--- config.mk ---
export PLATFORM = sky130hd
export DESIGN_NAME = address_region_lookup_core
export DESIGN_NICKNAME = d
export VERILOG_FILES = /design/src/design/arl_pkg.sv /design/src/design/address_region_lookup_core.sv /design/src/design/arl_ctrl.sv /design/src/design/arl_datapath.sv
export SDC_FILE = /design/constraint.sdc
export NUM_CORES = 2
export LEC_CHECK = 0
export ABC_AREA = 0
export BUFFER_PORTS_ARGS = -buffer_cell sky130_fd_sc_hd__buf_2
export CORE_MARGIN = 2
export CORE_UTILIZATION = 35
export DETAILED_ROUTE_END_ITERATION = 12
export PLACE_DENSITY = 0.54
export SLEW_MARGIN = 15
export SYNTH_ARGS = -nofsm -noshare
export SYNTH_HDL_FRONTEND = slang
export SYNTH_HIERARCHICAL = 1
export SYNTH_SLANG_ARGS = --single-unit
--- constraint.sdc ---
create_clock -name clock -period 21 [get_ports clock]
set_input_delay 4.2 -clock clock [delete_from_list [all_inputs] [get_ports clock]]
set_output_delay 4.2 -clock clock [all_outputs]
set_load 0.05 [all_outputs]
--- src/design/arl_pkg.sv ---
// ----------------------------------------------------------------------------
// arl_pkg: shared types and codes for the address region lookup
// Request and response words, table entry layout, op codes and the
// command and status bundles between controller and datapath.
// ----------------------------------------------------------------------------
package arl_pkg;

   localparam int ADDR_W = 64;
   localparam int LEN_W  = 48;
   localparam int SLOT_W = 4;
   localparam int OP_W   = 2;

   // op codes of a request word
   localparam logic [OP_W-1:0] OP_WRITE  = 2'd0;
   localparam logic [OP_W-1:0] OP_LOOKUP = 2'd1;
   localparam logic [OP_W-1:0] OP_CLEAR  = 2'd2;

   typedef struct packed {
      logic [OP_W-1:0]   op;
      logic [SLOT_W-1:0] entry;
      logic [ADDR_W-1:0] start_addr;
      logic [LEN_W-1:0]  length;
      logic [LEN_W-1:0]  store_base;
      logic [ADDR_W-1:0] lookup_addr;
   } req_type;

   typedef struct packed {
      logic              hit;
      logic [SLOT_W-1:0] region;
      logic [LEN_W-1:0]  byte_offset;
      logic [LEN_W-1:0]  bytes_left;
   } rsp_type;

   // one slot of the region table
   typedef struct packed {
      logic [ADDR_W-1:0] start_addr;
      logic [LEN_W-1:0]  length;
      logic [LEN_W-1:0]  store_base;
   } entry_type;

   // controller to datapath
   typedef struct packed {
      logic write_entry;
      logic clear_all;
      logic begin_lookup;
      logic read_step;
      logic calc;
      logic emit_result;
      logic emit_zero;
   } cmd_type;

   // datapath to controller
   typedef struct packed {
      logic scan_last;
   } status_type;

endpackage

--- src/design/address_region_lookup_core.sv ---
// ----------------------------------------------------------------------------
// address_region_lookup_core: address to backing store offset translation
// Region table with write, clear and lookup words; one response per word.
// ----------------------------------------------------------------------------
// Write, clear and unused words: response strobe in the cycle after accept,
//   a new word every cycle.
// Lookup: the scan reads one table slot per cycle from the single memory
//   read port; the CMP, CALC and DONE states then raise the response strobe.
// The receiver cannot stall; each response is held for one cycle only.
// Reset is synchronous and clears all valid bits at once; slot contents are
//   undefined until written.
module address_region_lookup_core #(
   parameter int REGIONS     = 16,
   parameter int OFFSET_BITS = 48
) (
   input  logic             clock,
   input  logic             reset,
   input  logic             start,
   output logic             busy,
   input  arl_pkg::req_type req_word,
   output logic             rsp_valid,
   output arl_pkg::rsp_type rsp_word
);
   import arl_pkg::*;

   cmd_type    cmd;
   status_type status;

   // sequence each word
   arl_ctrl u_ctrl (
      .clock  (clock),
      .reset  (reset),
      .start  (start),
      .req_op (req_word.op),
      .busy   (busy),
      .cmd    (cmd),
      .status (status)
   );

   // table, scan and result arithmetic
   arl_datapath #(
      .REGIONS     (REGIONS),
      .OFFSET_BITS (OFFSET_BITS)
   ) u_datapath (
      .clock     (clock),
      .reset     (reset),
      .req_word  (req_word),
      .cmd       (cmd),
      .status    (status),
      .rsp_valid (rsp_valid),
      .rsp_word  (rsp_word)
   );

endmodule

--- src/design/arl_ctrl.sv ---
// ----------------------------------------------------------------------------
// arl_ctrl: sequencer of the address region lookup
// Takes request words, issues table writes and clears at once, and walks
// a lookup through scan, last compare, distance and result steps.
// ----------------------------------------------------------------------------
module arl_ctrl (
   input  logic                   clock,
   input  logic                   reset,
   input  logic                   start,
   input  logic [arl_pkg::OP_W-1:0] req_op,
   output logic                   busy,
   output arl_pkg::cmd_type       cmd,
   input  arl_pkg::status_type    status
);
   import arl_pkg::*;

   localparam logic [2:0] ST_IDLE = 3'd0;
   localparam logic [2:0] ST_SCAN = 3'd1;
   localparam logic [2:0] ST_CMP  = 3'd2;
   localparam logic [2:0] ST_CALC = 3'd3;
   localparam logic [2:0] ST_DONE = 3'd4;

   logic [2:0] state_ff;
   logic [2:0] state_in;
   logic       accept;

   assign busy   = (state_ff != ST_IDLE);
   assign accept = start && !busy;

   // decode the next state and this cycle's commands
   always_comb begin
      state_in = state_ff;
      cmd      = '0;
      case (state_ff)
         ST_IDLE: begin
            if (accept) begin
               case (req_op)
                  OP_WRITE: begin
                     cmd.write_entry = 1'b1;
                     cmd.emit_zero   = 1'b1;
                  end
                  OP_LOOKUP: begin
                     cmd.begin_lookup = 1'b1;
                     state_in         = ST_SCAN;
                  end
                  OP_CLEAR: begin
                     cmd.clear_all = 1'b1;
                     cmd.emit_zero = 1'b1;
                  end
                  default: begin
                     cmd.emit_zero = 1'b1;
                  end
               endcase
            end
         end
         ST_SCAN: begin
            cmd.read_step = 1'b1;
            if (status.scan_last) begin
               state_in = ST_CMP;
            end
         end
         ST_CMP: begin
            state_in = ST_CALC;
         end
         ST_CALC: begin
            cmd.calc = 1'b1;
            state_in = ST_DONE;
         end
         ST_DONE: begin
            cmd.emit_result = 1'b1;
            state_in        = ST_IDLE;
         end
         default: begin
            state_in = ST_IDLE;
         end
      endcase
   end

   // hold the state
   always_ff @(posedge clock) begin
      if (reset) begin
         state_ff <= ST_IDLE;
      end else begin
         state_ff <= state_in;
      end
   end

   a_lookup_scans: assert property (@(posedge clock) disable iff (reset)
      (accept && req_op == OP_LOOKUP) |=> (state_ff == ST_SCAN))
      else $error("lookup word did not enter the scan");

   a_scan_ends: assert property (@(posedge clock) disable iff (reset)
      (state_ff == ST_SCAN && status.scan_last) |=> (state_ff == ST_CMP))
      else $error("scan did not stop at the last slot");

   a_done_frees: assert property (@(posedge clock) disable iff (reset)
      (state_ff == ST_DONE) |=> !busy)
      else $error("controller stayed busy after the result");

endmodule

--- src/design/arl_datapath.sv ---
// ----------------------------------------------------------------------------
// arl_datapath: region table, scan compare and result arithmetic
// Holds the table in a memory with a registered read port and the valid
// bits in flops, keeps the best candidate seen during a scan, and forms
// the store offset and bytes left of a hit.
// ----------------------------------------------------------------------------
module arl_datapath #(
   parameter int REGIONS     = 16,
   parameter int OFFSET_BITS = 48
) (
   input  logic                clock,
   input  logic                reset,
   input  arl_pkg::req_type    req_word,
   input  arl_pkg::cmd_type    cmd,
   output arl_pkg::status_type status,
   output logic                rsp_valid,
   output arl_pkg::rsp_type    rsp_word
);
   import arl_pkg::*;

   localparam int IDX_W  = (REGIONS > 1) ? $clog2(REGIONS) : 1;
   localparam int KEEP_W = (OFFSET_BITS < LEN_W) ? OFFSET_BITS : LEN_W;
   localparam logic [LEN_W-1:0] OFF_MASK = {LEN_W{1'b1}} >> (LEN_W - KEEP_W);
   localparam logic [IDX_W-1:0] LAST_IDX = IDX_W'(REGIONS - 1);

   entry_type          region_mem_ff [REGIONS];
   logic [REGIONS-1:0] valid_ff;
   logic [REGIONS-1:0] valid_in;

   logic [IDX_W-1:0]   scan_idx_ff;
   logic [IDX_W-1:0]   scan_idx_in;
   entry_type          rd_entry_ff;
   logic               rd_valid_ff;
   logic [IDX_W-1:0]   rd_idx_ff;
   logic               cmp_en_ff;
   logic               cmp_en_in;

   logic [ADDR_W-1:0]  addr_ff;
   logic               found_ff;
   logic               found_in;
   logic [IDX_W-1:0]   best_idx_ff;
   entry_type          best_ff;
   logic               take_cand;

   logic [ADDR_W-1:0]  dist_full;
   logic [LEN_W-1:0]   dist_ff;
   logic               in_range_ff;

   logic               rsp_valid_ff;
   logic               rsp_valid_in;
   rsp_type            rsp_ff;
   rsp_type            rsp_in;

   logic               slot_ok;
   logic [IDX_W+SLOT_W-1:0] slot_ext;
   logic [IDX_W-1:0]   wr_idx;
   logic [IDX_W+SLOT_W-1:0] best_ext;
   entry_type          wr_entry;

   // map the slot of a write word onto the table index
   assign slot_ok  = ({28'd0, req_word.entry} < 32'(REGIONS));
   assign slot_ext = {{IDX_W{1'b0}}, req_word.entry};
   assign wr_idx   = slot_ext[IDX_W-1:0];
   assign wr_entry = '{start_addr: req_word.start_addr,
                       length:     req_word.length,
                       store_base: req_word.store_base};

   // write a slot or read the next scan slot
   always_ff @(posedge clock) begin
      if (cmd.write_entry && slot_ok) begin
         region_mem_ff[wr_idx] <= wr_entry;
      end
      if (cmd.read_step) begin
         rd_entry_ff <= region_mem_ff[scan_idx_ff];
      end
   end

   // set or drop valid bits
   always_comb begin
      valid_in = valid_ff;
      if (cmd.clear_all) begin
         valid_in = '0;
      end else if (cmd.write_entry && slot_ok) begin
         valid_in[wr_idx] = 1'b1;
      end
   end

   // advance the scan index
   always_comb begin
      scan_idx_in = scan_idx_ff;
      if (cmd.begin_lookup) begin
         scan_idx_in = '0;
      end else if (cmd.read_step) begin
         scan_idx_in = (scan_idx_ff == LAST_IDX) ? '0 : scan_idx_ff + 1'b1;
      end
   end

   assign status.scan_last = (scan_idx_ff == LAST_IDX);
   assign cmp_en_in        = cmd.read_step;

   // keep the candidate with the greatest start not above the address;
   // a strict compare keeps the lowest slot among equal starts
   assign take_cand = cmp_en_ff && rd_valid_ff
                      && (rd_entry_ff.start_addr <= addr_ff)
                      && (!found_ff || (rd_entry_ff.start_addr > best_ff.start_addr));

   always_comb begin
      found_in = found_ff;
      if (cmd.begin_lookup) begin
         found_in = 1'b0;
      end else if (take_cand) begin
         found_in = 1'b1;
      end
   end

   // distance of the address into the chosen region
   assign dist_full = addr_ff - best_ff.start_addr;

   // hold the best candidate and the lookup address
   always_ff @(posedge clock) begin
      if (cmd.begin_lookup) begin
         addr_ff <= req_word.lookup_addr;
      end
      if (cmd.read_step) begin
         rd_valid_ff <= valid_ff[scan_idx_ff];
         rd_idx_ff   <= scan_idx_ff;
      end
      if (take_cand) begin
         best_ff     <= rd_entry_ff;
         best_idx_ff <= rd_idx_ff;
      end
      if (cmd.calc) begin
         dist_ff     <= dist_full[LEN_W-1:0];
         in_range_ff <= found_ff
                        && (dist_full < {{(ADDR_W-LEN_W){1'b0}}, best_ff.length});
      end
   end

   // form the response word
   assign best_ext = {{SLOT_W{1'b0}}, best_idx_ff};

   always_comb begin
      rsp_in       = '0;
      rsp_valid_in = cmd.emit_result || cmd.emit_zero;
      if (cmd.emit_result && in_range_ff) begin
         rsp_in.hit         = 1'b1;
         rsp_in.region      = best_ext[SLOT_W-1:0];
         rsp_in.byte_offset = (best_ff.store_base + dist_ff) & OFF_MASK;
         rsp_in.bytes_left  = best_ff.length - dist_ff;
      end
   end

   always_ff @(posedge clock) begin
      if (cmd.emit_result || cmd.emit_zero) begin
         rsp_ff <= rsp_in;
      end
   end

   // control registers
   always_ff @(posedge clock) begin
      if (reset) begin
         valid_ff     <= '0;
         scan_idx_ff  <= '0;
         cmp_en_ff    <= 1'b0;
         found_ff     <= 1'b0;
         rsp_valid_ff <= 1'b0;
      end else begin
         valid_ff     <= valid_in;
         scan_idx_ff  <= scan_idx_in;
         cmp_en_ff    <= cmp_en_in;
         found_ff     <= found_in;
         rsp_valid_ff <= rsp_valid_in;
      end
   end

   assign rsp_valid = rsp_valid_ff;
   assign rsp_word  = rsp_ff;

   a_zero_word: assert property (@(posedge clock) disable iff (reset)
      cmd.emit_zero |=> (rsp_valid_ff && !rsp_ff.hit && rsp_ff.bytes_left == '0))
      else $error("write or clear word gave a nonzero response");

   a_hit_has_room: assert property (@(posedge clock) disable iff (reset)
      (rsp_valid_ff && rsp_ff.hit) |-> (rsp_ff.bytes_left != '0))
      else $error("hit with no bytes left in the region");

   a_clear_drops: assert property (@(posedge clock) disable iff (reset)
      cmd.clear_all |=> (valid_ff == '0))
      else $error("clear left a valid slot");

endmodule

==> flow_summary_export.csv <==
group,metric,value,unit
worst_setup_path,end_kind,"flip-flop",
worst_setup_path,crit_type,"in2reg",
grt,grt_pass1_vias,64100,
worst_setup_path,critPathLaunchType,"input port",
cts,cts.path.max_buffers,4,
min_path,hp-class,"reg2reg",
cts,cts_buffers,338,
timing,rsz0062_at_grt,"false",
cts,cts.repair.resized,0,
timing,finClkSkew,0.0632,ns
grt,grt_pass1_wl,486,mm
cts,hold_buffers,0,
die,initial_core_util,35.1,%
cts,tritoncts,"built",
place,portBuffers,335,
grt,grt_usage,18.6,%
synthesis,ys_types,91,
power_and_ir_drop,vdd_drop_max,0.0000606,V
synthesis,synth-main-ff-cell,"edfxtp_1",
synthesis,synth_seq_area_share,73.8,%
final_layout,final_cells,11900,
synthesis,syn_avg_cell_area,20.3,um^2
grt,grt_max_degree,119,
timing,tightestPinTransition,1.27,ns
worst_setup_path,worstPathRequired,21.51,ns
final_layout,final_nets,7383,
synthesis,synthCells,6259,
timing,setup_viol,0,
final_layout,area_delta_synth_final,14.7,%
synthesis,ys_seq_elements,3129,
timing,hold_viol_final,0,
final_layout,final_area,146000,um^2
detailed_routing,routed_wl,346,mm
grt,grt-ovfl-total,0,
grt,antenna_found_initial,118,
synthesis,synth_area,127000,um^2
detailed_routing,vias,63500,
synthesis,synth-edff-count,3103,
detailed_routing,wl_per_cell,29.0,um
worst_setup_path,worst_r2r_path_depth,7,
timing,setup_tns,0,ns
worst_setup_path,r2r_end,"u_datapath/rd_entry_ff[95]$_DFFE_PP_",
timing,clock.fmax,0.118,GHz
detailed_routing,drt-initial-drc-count,6050,
cts,cts_setup_buffers,0,
place,placedCellCount,11300,
worst_setup_path,r2r_slack,14.51,ns
min_path,min_to,"u_datapath/best_idx_ff[0]$_DFFE_PP_",
detailed_routing,antenna_left,0,
worst_setup_path,critical_path_arrival,9.01,ns
detailed_routing,drc,0,
timing,period_share,40.5,%
cts,clkSinkCount,3129,
die,dieArea,368000,um^2
cts,htreeDepth,5,
min_path,hold_path_depth,0,
die,coreArea,362000,um^2
die,die_x,606,um
cts,root_buffer,"clkbuf_16",
detailed_routing,via_per_inst,5.33,
die,io_pins,336,
min_path,min_from,"u_datapath/rd_idx_ff[0]$_DFFE_PP_",
cts,cts.clk_slew.worst_paths,0.06,ns
die,row_count,221,
synthesis,synthArstFlopShare,0,%
final_layout,drive_gt1_share,25.6,%
place,placed_cell_area,135000,um^2
status,status,"finished, final reports clean",
worst_setup_path,cp-startpoint,"start",
place,place_hpwl,221,mm
final_layout,fin_util,40.2,%
synthesis,synth_fp_nets,6828,
timing,period_minus_slack,8.50,ns
cts,worstSkewPairLatency,0.94,ns
timing,report.final.slew_viol_count,0,
final_layout,num-fill-cells,31900,
worst_setup_path,rr_startpoint,"u_datapath/scan_idx_ff[0]$_SDFFE_PP0P_",
power_and_ir_drop,p_per_area,90.3,nW/um^2
detailed_routing,drtPass1Iterations,5,
run,maxCapViolations,0,
power_and_ir_drop,p_leak,0.0470,uW
synthesis,ys_warn_count,6,
die,die_h,606,um
timing,maxSlewHeadroom,15.1,%
place,gp_congestion,0.867,
worst_setup_path,crit_fanout,50,
## per-stage QoR
stage / power [uW] / hold slack, ns / worst slack, ns
2_1_floorplan: 7340 / 0.400 / 3.82
3_3_place_gp: 7540 / 0.401 / 11.57
3_5_place_dp: 7550 / 0.405 / 11.62
4_1_cts: 13300 / 0.402 / 12.58
5_1_grt: 13600 / 0.405 / 12.38
6_report: 13200 / 0.405 / 12.50
## area by class of cell
class	count	area, um^2	area share (%)
Sequential cell	3129	93700	64.3
Multi-Input combinational cell	2635	31600	21.7
Clock buffer	400	8770	6.02
Tap cell	4794	6000	4.12
Timing Repair Buffer	444	2590	1.78
Clock inverter	217	1900	1.31
Inverter	266	998	0.685
Antenna cell	29	72.6	0.0498
## logic make-up (layout without fill, tap and decap cells)
group / Yosys count / count (layout) / share of synthesized area (%)
flip-flops: 3129 / 3129 / 73.8
multiplexers: 810 / 810 / 14.3
adder cells (fa/ha/maj): 336 / 336 / 3.33
AND/OR/NAND/NOR: 673 / 673 / 2.64
XOR/XNOR: 129 / 129 / 0.889
other: 0 / 29 / 0
AO/OA/AOI/OAI: 687 / 687 / 3.59
buffers and inverters: 495 / 1327 / 1.48
## flip-flops by register name, indices dropped and copies added, names as in the netlist, 16 cells and up
signal                    cells
u_datapath/best_ff          160
u_datapath/rsp_word         101
u_datapath/rd_entry_ff      160
u_datapath/addr_ff           64
u_datapath/valid_ff          16
u_datapath/region_mem_ff   2560
u_datapath/dist_ff           48
## worst max path at each step
stage / to / slack, ns / cells past startpoint
after floorplan: u_datapath/region_mem_ff[0][0]$_DFFE_PP_ / 3.82 / 4
after global placement: u_datapath/region_mem_ff[6][104]$_DFFE_PP_ / 11.57 / 8
final: u_datapath/region_mem_ff[6][104]$_DFFE_PP_ / 12.50 / 8
after CTS: u_datapath/region_mem_ff[6][101]$_DFFE_PP_ / 12.58 / 8
after global routing: u_datapath/region_mem_ff[6][100]$_DFFE_PP_ / 12.38 / 8
after detailed placement: u_datapath/region_mem_ff[6][104]$_DFFE_PP_ / 11.62 / 8
## where the power goes
group	internal, uW	leakage, uW	switching (uW)
registers	6910	0.0283	28.4
logic	166	0.0135	302
clock network	3240	0.00520	2500
total	10300	0.0470	2830
## critical path: stages
cell and delay [ns]:
buf_2 0.09, or4b_4 0.50, nor3_1 0.60, nand3b_1 0.45, nor2_4 0.76, buf_4 0.87, buf_4 0.57, buf_4 0.78
## synth_stat cells (9+ instances only)
cell type  instances  area, um^2
a211oi_1          27         203
a21o_1           117         878
a21oi_1          198         991
a31oi_1           16         100
and2_1            15        93.8
and3_1            22         138
buf_1             73         274
buf_2             10        50.1
clkbuf_1         144         541
dfxtp_1           26         521
edfxtp_1        3103       93200
ha_1             333        4170
inv_1            266         998
mux4_2           805       18100
nand2_1          137         514
nand2b_1          38         238
nand3_1           32         160
nand3b_1           9        67.6
nand4_1           73         457
nor2_1           210         788
nor2b_1           41         257
nor3_1            40         200
nor4_1            13        81.3
o211ai_1          18         135
o21a_1            57         428
o21ai_0          119         596
o21bai_1          18         135
o31ai_1           14         105
or2_2              9        56.3
or3_1             11        68.8
xnor2_1           64         561
xor2_1            65         569
## cell usage in the layout, fill, tap and decap left out, drive strengths merged, types with 41 or more instances in the layout
master and count:
mux4 805, xor2 65, clkinv 156, buf 444
a21oi 201, nand2 138, ha 333, edfxtp 3103
nand4 76, nor2 210, o21a 57, xnor2 64
clkbuf 400, nor2b 41, a21o 119, inv 290
o21ai 127
## layer usage
metal	GRT usage (%)	up-vias	share of wire (%)
met3	4.07	594	6.4
met2	30.4	2039	49
met1	24.4	33800	41
met5	0	-	0.13
met4	6.95	68	3.9
li1	-	27100	-
Note: power is estimated with default switching activity, not from simulation.
